===== config.mk =====
export PLATFORM = sky130hd
export DESIGN_NAME = pilot_wire_zone_controller_with_shedding_core
export DESIGN_NICKNAME = d
export VERILOG_FILES = /design/src/rtl/pwz_pkg.sv /design/src/rtl/pilot_wire_zone_controller_with_shedding_core.sv /design/src/rtl/pwz_phase_unit.sv
export SDC_FILE = /design/constraint.sdc
export NUM_CORES = 1
export LEC_CHECK = 0
export ABC_AREA = 1
export BUFFER_PORTS_ARGS = -buffer_cell sky130_fd_sc_hd__buf_2
export CORE_MARGIN = 2
export CORE_UTILIZATION = 38
export DETAILED_ROUTE_END_ITERATION = 7
export SLEW_MARGIN = 40
export SYNTH_ARGS = -nofsm -noshare
export SYNTH_HDL_FRONTEND = slang
export SYNTH_SLANG_ARGS = --single-unit

===== constraint.sdc =====
create_clock -name clk -period 6.2 [get_ports clk]
set_clock_uncertainty 0.1 [all_clocks]
set_input_delay 0.31 -clock clk [delete_from_list [all_inputs] [get_ports clk]]
set_output_delay 0.31 -clock clk [all_outputs]
set_load 0.05 [all_outputs]

===== src/rtl/pwz_pkg.sv =====
// ----------------------------------------------------------------------------
// pwz_pkg: shared definitions for the pilot-wire zone controller
// mode, action, status and drive codes, register defaults, shared types
// ----------------------------------------------------------------------------
package pwz_pkg;

	localparam int ZONES_DEF = 7;

	localparam int ACTION_W = 3;
	localparam int ZONE_W = 4;
	localparam int MODE_W = 3;
	localparam int STATUS_W = 2;
	localparam int DRIVE_W = 14;
	localparam int LEVEL_W = 3;
	localparam int PTR_W = 3;
	localparam int CFG_W = 9;
	localparam int CFG_IDX_W = 2;
	localparam int STATE_W = 3;

	// actions
	localparam logic [ACTION_W-1:0] ACT_SET = 3'd0;
	localparam logic [ACTION_W-1:0] ACT_QUERY = 3'd1;
	localparam logic [ACTION_W-1:0] ACT_SHED = 3'd2;
	localparam logic [ACTION_W-1:0] ACT_RESTORE = 3'd3;
	localparam logic [ACTION_W-1:0] ACT_ROTATE = 3'd4;
	localparam logic [ACTION_W-1:0] ACT_TICK = 3'd5;

	// zone modes
	localparam logic [MODE_W-1:0] MODE_COMFORT = 3'd0;
	localparam logic [MODE_W-1:0] MODE_ECO = 3'd1;
	localparam logic [MODE_W-1:0] MODE_FROST = 3'd2;
	localparam logic [MODE_W-1:0] MODE_OFF = 3'd3;
	localparam logic [MODE_W-1:0] MODE_C1 = 3'd4;
	localparam logic [MODE_W-1:0] MODE_C2 = 3'd5;
	localparam logic [MODE_W-1:0] MODE_SHED = 3'd6;

	// pilot wire patterns
	localparam logic [1:0] DRV_COMFORT = 2'd0;
	localparam logic [1:0] DRV_OFF = 2'd1;
	localparam logic [1:0] DRV_FROST = 2'd2;
	localparam logic [1:0] DRV_ECO = 2'd3;

	// result status
	localparam logic [STATUS_W-1:0] STAT_OK = 2'd0;
	localparam logic [STATUS_W-1:0] STAT_INVALID = 2'd1;
	localparam logic [STATUS_W-1:0] STAT_STORED = 2'd2;

	// register indexes
	localparam logic [CFG_IDX_W-1:0] REG_C1_ON = 2'd0;
	localparam logic [CFG_IDX_W-1:0] REG_C1_OFF = 2'd1;
	localparam logic [CFG_IDX_W-1:0] REG_C2_ON = 2'd2;
	localparam logic [CFG_IDX_W-1:0] REG_C2_OFF = 2'd3;

	localparam logic [CFG_W-1:0] C1_ON_RST = 9'd3;
	localparam logic [CFG_W-1:0] C1_OFF_RST = 9'd297;
	localparam logic [CFG_W-1:0] C2_ON_RST = 9'd7;
	localparam logic [CFG_W-1:0] C2_OFF_RST = 9'd293;

	typedef struct packed {
		logic [CFG_W-1:0] c1_on;
		logic [CFG_W-1:0] c1_off;
		logic [CFG_W-1:0] c2_on;
		logic [CFG_W-1:0] c2_off;
	} cfg_t;

	typedef struct packed {
		logic [CFG_W-1:0] count;
		logic low;
	} phase_t;

	function automatic logic [1:0] drive_code(input logic [MODE_W-1:0] m, input logic low);
		logic [1:0] d;
		case (m)
			MODE_COMFORT: d = DRV_COMFORT;
			MODE_ECO: d = DRV_ECO;
			MODE_OFF: d = DRV_OFF;
			MODE_C1, MODE_C2: d = low ? DRV_COMFORT : DRV_ECO;
			default: d = DRV_FROST;
		endcase
		return d;
	endfunction

endpackage


===== src/rtl/pilot_wire_zone_controller_with_shedding_core.sv =====
// ----------------------------------------------------------------------------
// pilot_wire_zone_controller_with_shedding_core
// pilot-wire heating zone controller with ring load shedding
// ----------------------------------------------------------------------------
// Requests come in on in_valid/in_stall (action, zone, mode); every request
// gives exactly one result on out_valid/out_stall (status, zone_mode, drive,
// shed_level, oldest_shed_zone). The on/off phase lengths are written by the
// user through cfg_wr_en/cfg_index/cfg_data only while the block is idle;
// the block itself does not enforce this. A small sequencer handles one
// request at a time; in_stall is high from the cycle after a request is
// taken until its result is loaded. From EXEC, set, query and bad requests
// go to FINISH; a restore passes REST, a shed SHPREP and SHED, a rotate
// REST, SHPREP and SHED, and a tick sweeps the zones one per cycle in TICK
// through the single phase compare/increment unit, all before FINISH. The
// next request can be taken in the cycle the result appears.
// A result waits in the output register while out_stall is high; the
// sequencer holds its finished result until that register frees up.
// Reset puts every zone in frost protection, clears shedding (oldest pointer
// to zone 1) and loads the default phase lengths.
// ----------------------------------------------------------------------------
module pilot_wire_zone_controller_with_shedding_core #(
	parameter int ZONES = pwz_pkg::ZONES_DEF
) (
	input  logic                            clk,
	input  logic                            arst_n,
	input  logic                            cfg_wr_en,
	input  logic [pwz_pkg::CFG_IDX_W-1:0]   cfg_index,
	input  logic [pwz_pkg::CFG_W-1:0]       cfg_data,
	input  logic                            in_valid,
	output logic                            in_stall,
	input  logic [pwz_pkg::ACTION_W-1:0]    action,
	input  logic [pwz_pkg::ZONE_W-1:0]      zone,
	input  logic [pwz_pkg::MODE_W-1:0]      mode,
	output logic                            out_valid,
	input  logic                            out_stall,
	output logic [pwz_pkg::STATUS_W-1:0]    status,
	output logic [pwz_pkg::MODE_W-1:0]      zone_mode,
	output logic [pwz_pkg::DRIVE_W-1:0]     drive,
	output logic [pwz_pkg::LEVEL_W-1:0]     shed_level,
	output logic [pwz_pkg::PTR_W-1:0]       oldest_shed_zone
);

	localparam int IW = (ZONES > 1) ? $clog2(ZONES) : 1;
	localparam int CW = $clog2(ZONES + 1);
	localparam int PAD_W = (2 * ZONES > pwz_pkg::DRIVE_W) ? 2 * ZONES : pwz_pkg::DRIVE_W;

	localparam logic [pwz_pkg::STATE_W-1:0] S_IDLE = 3'd0;
	localparam logic [pwz_pkg::STATE_W-1:0] S_EXEC = 3'd1;
	localparam logic [pwz_pkg::STATE_W-1:0] S_REST = 3'd2;
	localparam logic [pwz_pkg::STATE_W-1:0] S_SHPREP = 3'd3;
	localparam logic [pwz_pkg::STATE_W-1:0] S_SHED = 3'd4;
	localparam logic [pwz_pkg::STATE_W-1:0] S_TICK = 3'd5;
	localparam logic [pwz_pkg::STATE_W-1:0] S_FINISH = 3'd6;

	logic [pwz_pkg::STATE_W-1:0]  state_q;
	logic [pwz_pkg::ACTION_W-1:0] act_q;
	logic [pwz_pkg::MODE_W-1:0]   mode_q;
	logic                         zone_ok_q;
	logic [IW-1:0]                idx_q;
	logic [pwz_pkg::STATUS_W-1:0] res_status_q;
	logic [pwz_pkg::MODE_W-1:0]   res_zmode_q;

	logic [pwz_pkg::MODE_W-1:0]   zone_state_q [ZONES];
	logic [pwz_pkg::MODE_W-1:0]   saved_mode_q [ZONES];
	pwz_pkg::phase_t              phase_q [ZONES];
	logic [CW-1:0]                shed_cnt_q;
	logic [CW-1:0]                oldest_q;
	pwz_pkg::cfg_t                cfg_q;

	logic                         out_valid_q;
	logic [pwz_pkg::STATUS_W-1:0] status_q;
	logic [pwz_pkg::MODE_W-1:0]   zone_mode_q;
	logic [pwz_pkg::DRIVE_W-1:0]  drive_q;
	logic [pwz_pkg::LEVEL_W-1:0]  shed_level_q;
	logic [pwz_pkg::PTR_W-1:0]    oldest_out_q;

	logic                         in_take;
	logic                         out_free;
	logic                         zone_ok;
	logic [CW:0]                  tgt_sum;
	logic [CW:0]                  tgt_wrap;
	logic [IW-1:0]                shed_idx;
	logic [IW-1:0]                rest_idx;
	logic [CW-1:0]                oldest_next;
	logic [pwz_pkg::MODE_W-1:0]   cur_mode;
	logic [pwz_pkg::MODE_W-1:0]   cur_saved;
	pwz_pkg::phase_t              phase_nxt;
	logic [2*ZONES-1:0]           drv_codes;
	logic [PAD_W-1:0]             drv_pad;

	assign in_stall = (state_q != S_IDLE);
	assign in_take = in_valid && !in_stall;
	assign out_free = !out_valid_q || !out_stall;

	assign zone_ok = (zone >= pwz_pkg::ZONE_W'(1)) && (zone <= pwz_pkg::ZONE_W'(ZONES));

	// ring position of the next zone to shed, sum stays below twice ZONES
	assign tgt_sum = (CW+1)'(oldest_q) - (CW+1)'(1) + (CW+1)'(shed_cnt_q);
	assign tgt_wrap = (tgt_sum >= (CW+1)'(ZONES)) ? tgt_sum - (CW+1)'(ZONES) : tgt_sum;
	assign shed_idx = IW'(tgt_wrap);
	assign rest_idx = IW'(oldest_q - CW'(1));
	assign oldest_next = (oldest_q == CW'(ZONES)) ? CW'(1) : oldest_q + CW'(1);

	assign cur_mode = zone_state_q[idx_q];
	assign cur_saved = saved_mode_q[idx_q];

	pwz_phase_unit u_phase (
		.mode (cur_mode),
		.cur  (phase_q[idx_q]),
		.cfg  (cfg_q),
		.nxt  (phase_nxt)
	);

	always_comb begin
		for (int z = 0; z < ZONES; z++) begin
			drv_codes[2*z +: 2] = pwz_pkg::drive_code(zone_state_q[z], phase_q[z].low);
		end
		drv_pad = PAD_W'(drv_codes);
	end

	// configuration registers
	always_ff @(posedge clk or negedge arst_n) begin
		if (!arst_n) begin
			cfg_q.c1_on <= pwz_pkg::C1_ON_RST;
			cfg_q.c1_off <= pwz_pkg::C1_OFF_RST;
			cfg_q.c2_on <= pwz_pkg::C2_ON_RST;
			cfg_q.c2_off <= pwz_pkg::C2_OFF_RST;
		end else if (cfg_wr_en) begin
			case (cfg_index)
				pwz_pkg::REG_C1_ON: cfg_q.c1_on <= cfg_data;
				pwz_pkg::REG_C1_OFF: cfg_q.c1_off <= cfg_data;
				pwz_pkg::REG_C2_ON: cfg_q.c2_on <= cfg_data;
				pwz_pkg::REG_C2_OFF: cfg_q.c2_off <= cfg_data;
				default: ;
			endcase
		end
	end

	// sequencer and zone state
	always_ff @(posedge clk or negedge arst_n) begin
		if (!arst_n) begin
			state_q <= S_IDLE;
			act_q <= pwz_pkg::ACT_SET;
			mode_q <= pwz_pkg::MODE_COMFORT;
			zone_ok_q <= 1'b0;
			idx_q <= '0;
			res_status_q <= pwz_pkg::STAT_OK;
			res_zmode_q <= pwz_pkg::MODE_COMFORT;
			shed_cnt_q <= '0;
			oldest_q <= CW'(1);
			for (int z = 0; z < ZONES; z++) begin
				zone_state_q[z] <= pwz_pkg::MODE_FROST;
				saved_mode_q[z] <= pwz_pkg::MODE_FROST;
				phase_q[z] <= '0;
			end
		end else begin
			case (state_q)
				S_IDLE: begin
					if (in_take) begin
						act_q <= action;
						mode_q <= mode;
						zone_ok_q <= zone_ok;
						idx_q <= IW'(zone - pwz_pkg::ZONE_W'(1));
						res_status_q <= pwz_pkg::STAT_OK;
						res_zmode_q <= pwz_pkg::MODE_COMFORT;
						state_q <= S_EXEC;
					end
				end
				S_EXEC: begin
					case (act_q)
						pwz_pkg::ACT_SET: begin
							state_q <= S_FINISH;
							if (!zone_ok_q || mode_q > pwz_pkg::MODE_C2) begin
								res_status_q <= pwz_pkg::STAT_INVALID;
							end else begin
								saved_mode_q[idx_q] <= mode_q;
								if (cur_mode == pwz_pkg::MODE_SHED) begin
									res_status_q <= pwz_pkg::STAT_STORED;
								end else begin
									zone_state_q[idx_q] <= mode_q;
									if (mode_q == pwz_pkg::MODE_C1 || mode_q == pwz_pkg::MODE_C2) begin
										phase_q[idx_q].count <= pwz_pkg::CFG_W'(1);
										phase_q[idx_q].low <= 1'b0;
									end
								end
							end
						end
						pwz_pkg::ACT_QUERY: begin
							state_q <= S_FINISH;
							if (!zone_ok_q)
								res_status_q <= pwz_pkg::STAT_INVALID;
							else
								res_zmode_q <= cur_mode;
						end
						pwz_pkg::ACT_SHED: begin
							state_q <= (shed_cnt_q < CW'(ZONES)) ? S_SHPREP : S_FINISH;
						end
						pwz_pkg::ACT_RESTORE: begin
							if (shed_cnt_q != '0) begin
								idx_q <= rest_idx;
								state_q <= S_REST;
							end else begin
								state_q <= S_FINISH;
							end
						end
						pwz_pkg::ACT_ROTATE: begin
							if (shed_cnt_q != '0 && shed_cnt_q < CW'(ZONES)) begin
								idx_q <= rest_idx;
								state_q <= S_REST;
							end else begin
								state_q <= S_FINISH;
							end
						end
						pwz_pkg::ACT_TICK: begin
							idx_q <= '0;
							state_q <= S_TICK;
						end
						default: begin
							res_status_q <= pwz_pkg::STAT_INVALID;
							state_q <= S_FINISH;
						end
					endcase
				end
				S_REST: begin
					zone_state_q[idx_q] <= cur_saved;
					if (cur_saved == pwz_pkg::MODE_C1 || cur_saved == pwz_pkg::MODE_C2) begin
						phase_q[idx_q].count <= pwz_pkg::CFG_W'(1);
						phase_q[idx_q].low <= 1'b0;
					end
					shed_cnt_q <= shed_cnt_q - CW'(1);
					oldest_q <= oldest_next;
					state_q <= (act_q == pwz_pkg::ACT_ROTATE) ? S_SHPREP : S_FINISH;
				end
				S_SHPREP: begin
					idx_q <= shed_idx;
					state_q <= S_SHED;
				end
				S_SHED: begin
					zone_state_q[idx_q] <= pwz_pkg::MODE_SHED;
					shed_cnt_q <= shed_cnt_q + CW'(1);
					state_q <= S_FINISH;
				end
				S_TICK: begin
					phase_q[idx_q] <= phase_nxt;
					if (idx_q == IW'(ZONES - 1))
						state_q <= S_FINISH;
					else
						idx_q <= idx_q + IW'(1);
				end
				S_FINISH: begin
					if (out_free)
						state_q <= S_IDLE;
				end
				default: state_q <= S_IDLE;
			endcase
		end
	end

	// output register
	always_ff @(posedge clk or negedge arst_n) begin
		if (!arst_n) begin
			out_valid_q <= 1'b0;
		end else if (state_q == S_FINISH && out_free) begin
			out_valid_q <= 1'b1;
		end else if (!out_stall) begin
			out_valid_q <= 1'b0;
		end
	end

	always_ff @(posedge clk) begin
		if (state_q == S_FINISH && out_free) begin
			status_q <= res_status_q;
			zone_mode_q <= res_zmode_q;
			drive_q <= drv_pad[pwz_pkg::DRIVE_W-1:0];
			shed_level_q <= pwz_pkg::LEVEL_W'(shed_cnt_q);
			oldest_out_q <= pwz_pkg::PTR_W'(oldest_q);
		end
	end

	assign out_valid = out_valid_q;
	assign status = status_q;
	assign zone_mode = zone_mode_q;
	assign drive = drive_q;
	assign shed_level = shed_level_q;
	assign oldest_shed_zone = oldest_out_q;

endmodule


===== src/rtl/pwz_phase_unit.sv =====
// ----------------------------------------------------------------------------
// pwz_phase_unit: comfort-1 / comfort-2 duty cycle step
// one compare and increment, shared over the zones by the tick sweep
// ----------------------------------------------------------------------------
module pwz_phase_unit (
	input  logic [pwz_pkg::MODE_W-1:0] mode,
	input  pwz_pkg::phase_t            cur,
	input  pwz_pkg::cfg_t              cfg,
	output pwz_pkg::phase_t            nxt
);

	logic [pwz_pkg::CFG_W-1:0] on_t;
	logic [pwz_pkg::CFG_W-1:0] off_t;
	logic [pwz_pkg::CFG_W-1:0] limit;
	logic                      duty;

	always_comb begin
		duty = 1'b1;
		on_t = cfg.c1_on;
		off_t = cfg.c1_off;
		case (mode)
			pwz_pkg::MODE_C1: begin
				on_t = cfg.c1_on;
				off_t = cfg.c1_off;
			end
			pwz_pkg::MODE_C2: begin
				on_t = cfg.c2_on;
				off_t = cfg.c2_off;
			end
			default: duty = 1'b0;
		endcase
		limit = cur.low ? off_t : on_t;

		if (!duty) begin
			nxt.count = '0;
			nxt.low = 1'b0;
		end else if (cur.count >= limit) begin
			nxt.count = pwz_pkg::CFG_W'(1);
			nxt.low = ~cur.low;
		end else begin
			nxt.count = cur.count + pwz_pkg::CFG_W'(1);
			nxt.low = cur.low;
		end
	end

endmodule


==> results by stage <==
Status:
- The flow ran to the end, and the final reports show no timing, DRC or antenna violations.

Timing:
- The minimum period implied by the final worst setup slack is 4.88 ns.
- The final number of max-transition violations is 0.
- Across all setup checks in the final design, the least slack found is 1.32 ns.
- Setup violations remaining at the end of the flow were counted as 0.
- At the pin with the least slew margin, the transition time is 0.745 ns.
- Based on the critical path, the design can be clocked at up to 205 MHz.
- The number of hold-slack violations in the final timing report is 0.
- The period utilization is 78.8%.
- The worst pin sits at a relative slew slack of 50.3%.
- Setup repair after global routing left no endpoint under its margin.
- Setup total negative slack on the finished layout was measured at 0 ns.
- The smallest hold slack is 0.0111 ns.

Setup path:
- The worst setup path is launched from a flip-flop.
- The cell family contributing the most delay on the critical path is simple AND/OR/NAND/NOR gates.
- The timing endpoint of the critical path is phase_q[28].
- The most repeated library cell on the critical path is nand2_1.
- The reg-to-reg critical path startpoint is idx_q[0].
- The standard cell with the maximum stage delay on the critical path is dfrtp_2.
- STA classifies the critical path endpoint as a flip-flop.
- The setup path with the least slack is of type flip-flop to flip-flop.
- For the worst setup path, the data arrival time is 5.17 ns.
- The path length in cells of the critical path is 24.
- The setup slack of the worst register-to-register path is 1.32 ns.
- The number of buffers and inverters on the critical path is 5.
- The signal on the critical path passes through inv_4 -> nor2_1 -> buf_4 -> nand2_1 -> nand2_1 -> nor2_1 -> nand2_2 -> nor2_4 -> nand2_2 -> inv_2 -> nand2_1 -> nand3_1 -> nand2_1 -> ha_1 -> a21oi_1 -> o21a_1 -> nand4_1 -> inv_1 -> nand2_2 -> inv_2 -> nand2_1 -> nor2_2 -> nand3_1 -> nand2_1.
- The critical path starts at idx_q[0].
- The number of cells on the worst reg-to-reg path is 24.
- The critical path data required time is 6.48 ns.
- Along the worst path, the maximum fanout reaches 36.
- The delay of the slowest cell on the worst path is 0.67 ns.
- The capturing point of the worst reg2reg path is phase_q[28].

Power and ir drop:
- The design draws 5.69 mW.
- The peak supply drop is 0.213 mV.
- In this run the static leakage power is 5.83 nW.
- Dividing total power by cell area gives a power density of 466 nW/um^2.

Route:
- In this run the top signal layer used is met4.
- The number of DRC markers in iteration 0 is 746.
- The routed design has 30.3 mm of wire.
- The remaining design rule violation count is 0.
- The total met2 wirelength after detailed routing is 14.1 mm.
- The count of antenna-violating nets left after detailed routing is 0.
- The pre-antenna-repair detailed-routing pass consisted of 5 iterations.
- The average wire per standard cell is 16.2 um.
- The via count is 9780.
- The detailed router put a total of 13.7 mm of wire on met1.
- The via count normalized by instance count is 5.24.
- The routed design uses 1.86 mm of met3 wire.

Die:
- The I/O pin count is 53.
- The effective utilization at floorplan is 38.5%.
- The die covers 30400 um^2.
- In this run the core area contains 62 standard-cell rows.
- In this run the vertical extent of the chip is 174 um.
- The area of the placeable core is 28600 um^2.
- The die span in x is 174 um.

Placed design:
- OpenSTA, run right after detailed placement, puts the worst setup slack at 1.38 ns.
- Input and output buffers added on the ports amount to 52.
- The standard cell area after detailed placement is 11600 um^2.
- The congestion estimate from routability-driven global placement came to 0.862.
- The HPWL after detailed placement is 20.3 mm.
- The number of cells after detailed placement is 1833.

Clocking:
- For this design, the sink count on the clock tree is 198.
- The number of H-tree levels is 4.
- The total CTS buffers is 17.
- TritonCTS built the clock tree.
- After clock tree synthesis, the setup repair step added 0 buffers.
- The longest clock path from root to sink contains 2 buffers.
- The library cell used as clock root buffer is clkbuf_16.
- For the worst-skew pair, the clock arrives at the later sink with an insertion delay of 0.46 ns.
- Clock-pin slew was measured on the worst setup and hold paths at 0.08 ns.

GRT:
- The first global-routing pass estimated 49.4 mm of wire.
- Entering global routing, the biggest net connects 103 pins.
- The number of global-route vias before repair is 9380.
- The remaining global-route overflow is 0.
- Global routing consumed, over all layers together, 20.5% of the routing resources.
- The number of antenna violations at the first check in global routing was 0.

Layout:
- The repair_antennas step left the layout with diodes totalling 0.
- Counting the fill cells in the layout gives 2965.
- The most common cell after layout, fill and taps aside is nand2_1.
- The multi-input gate area in the final layout is 5220 um^2.
- Summing all flip-flop and latch instances after layout gives 5120 um^2.
- At the end of the flow, the number of nets in the layout was 1522.
- Compared with the post-synthesis result, the final layout area differs by 10.9%.
- The fraction of final layout cells with drive strength greater than 1 is 12.5%.
- The top cell types in the final layout, fill and taps aside, are 557 x nand2_1, 144 x dfrtp_1, 113 x o21ai_0.
- Cells fill 42.7% of the core in the end.
- The finished cells cover 12200 um^2.
- After the flow finishes, the layout carries non-filler instances totaling 1868.

Synthesis:
- The share of the Yosys chip area taken by registers is 46.4%.
- The mapped netlist covers 11000 um^2.
- In the synthesized netlist, the number of instances is 1438.
- For this run, the number of Yosys warnings is 0.
- In the synthesized netlist the dominant register cell turns out to be dfrtp_1.
- The number of nets produced by synthesis is 1489.
- The mean post-synth cell area is 7.66 um^2.
- In this run, synthesis inferred 25 flip-flops with an integrated enable.
- In the synthesized netlist the async set-or-reset flop fraction comes to 87.4%.
- Counting distinct cell types in the post-synthesis netlist gives 49.
- The synthesized flop and latch total is 198.

Run:
- The total of max-cap violations is 0.

Hold path:
- The class of the tightest hold or removal check is primary input to flip-flop.
-- what timing repair did --
item / in CTS / in global routing
hold endpoints to repair: 92 / 0
hold buffers: 2 / 0
resized for setup: 0 / 0
-- area by class of cell --
class | count | share of cell area, %
Multi-Input combinational cell | 1084 | 42.7
Clock inverter | 15 | 1.30
Clock buffer | 17 | 3.48
Timing Repair Buffer | 69 | 3.49
Inverter | 101 | 3.17
Tap cell | 384 | 3.93
Sequential cell | 198 | 41.9
-- cell usage after synthesis, types with 4 or more instances --
cell type	n	share of area (%)
nand3_1	101	4.6
nand2_1	559	19
dfrtp_1	145	33
buf_4	6	0.41
a21oi_1	45	2.0
nor2_2	7	0.40
o211ai_1	4	0.27
nand3_2	4	0.36
a31oi_1	8	0.45
o21ai_1	26	1.2
nand2_2	5	0.28
or2_2	9	0.51
nand3_4	7	1.1
inv_2	11	0.37
nor2_1	71	2.4
nor3_1	13	0.59
buf_2	12	0.55
o21ai_0	113	5.1
inv_1	86	2.9
buf_6	7	0.72
and2_1	6	0.34
xor2_1	4	0.32
a211oi_1	14	0.95
clkbuf_1	29	0.99
ha_1	23	2.6
nand4_1	35	2.0
edfxtp_1	25	6.8
dfstp_2	28	6.7
-- how the worst min path moves through the flow --
stage | from | to | depth (start not counted)
2_1_floorplan | arst_n | act_q[0] | 0
6_report | out_stall | out_valid | 3
5_1_grt | out_stall | out_valid | 3
3_3_place_gp | res_zmode_q[0] | zone_mode[0] | 0
3_5_place_dp | arst_n | cfg_q[16] | 1
4_1_cts | out_stall | out_valid | 3
-- kinds of logic after synthesis --
family                   synth area share [%]
AND/OR/NAND/NOR                          32.5
XOR/XNOR                                0.477
buffers and inverters                    6.30
adder cells (fa/ha/maj)                  2.98
flip-flops                               46.4
AO/OA/AOI/OAI                            11.3
-- tightest hold or removal path: cells and delay by family --
family,cells,cell delay [ns]
buffers and inverters,1,0.10
AND/OR/NAND/NOR,2,0.12
-- layer usage --
metal	vias to the layer above	global-route usage (%)
met1	4617	28.1
met5	-	0
met4	0	7.35
met3	45	3.43
met2	311	32.7
li1	4807	-
-- sequential cells by signal (all words and copies together) (netlist names), 3 cells and up --
signal	count
oldest_q	3
state_q	3
phase_q	70
shed_cnt_q	3
idx_q	3
act_q	3
drive	14
zone_mode	3
oldest_shed_zone	3
res_zmode_q	3
saved_mode_q	21
zone_state_q	21
shed_level	3
cfg_q	36
mode_q	3
-- power by group --
group	total [mW]	switching (mW)	internal (mW)
sequential	1.84	0.229	1.61
combinational	2.72	1.96	0.756
clock	1.13	0.560	0.574
total	5.69	2.75	2.94
Note: power is estimated with default switching activity, not from simulation.
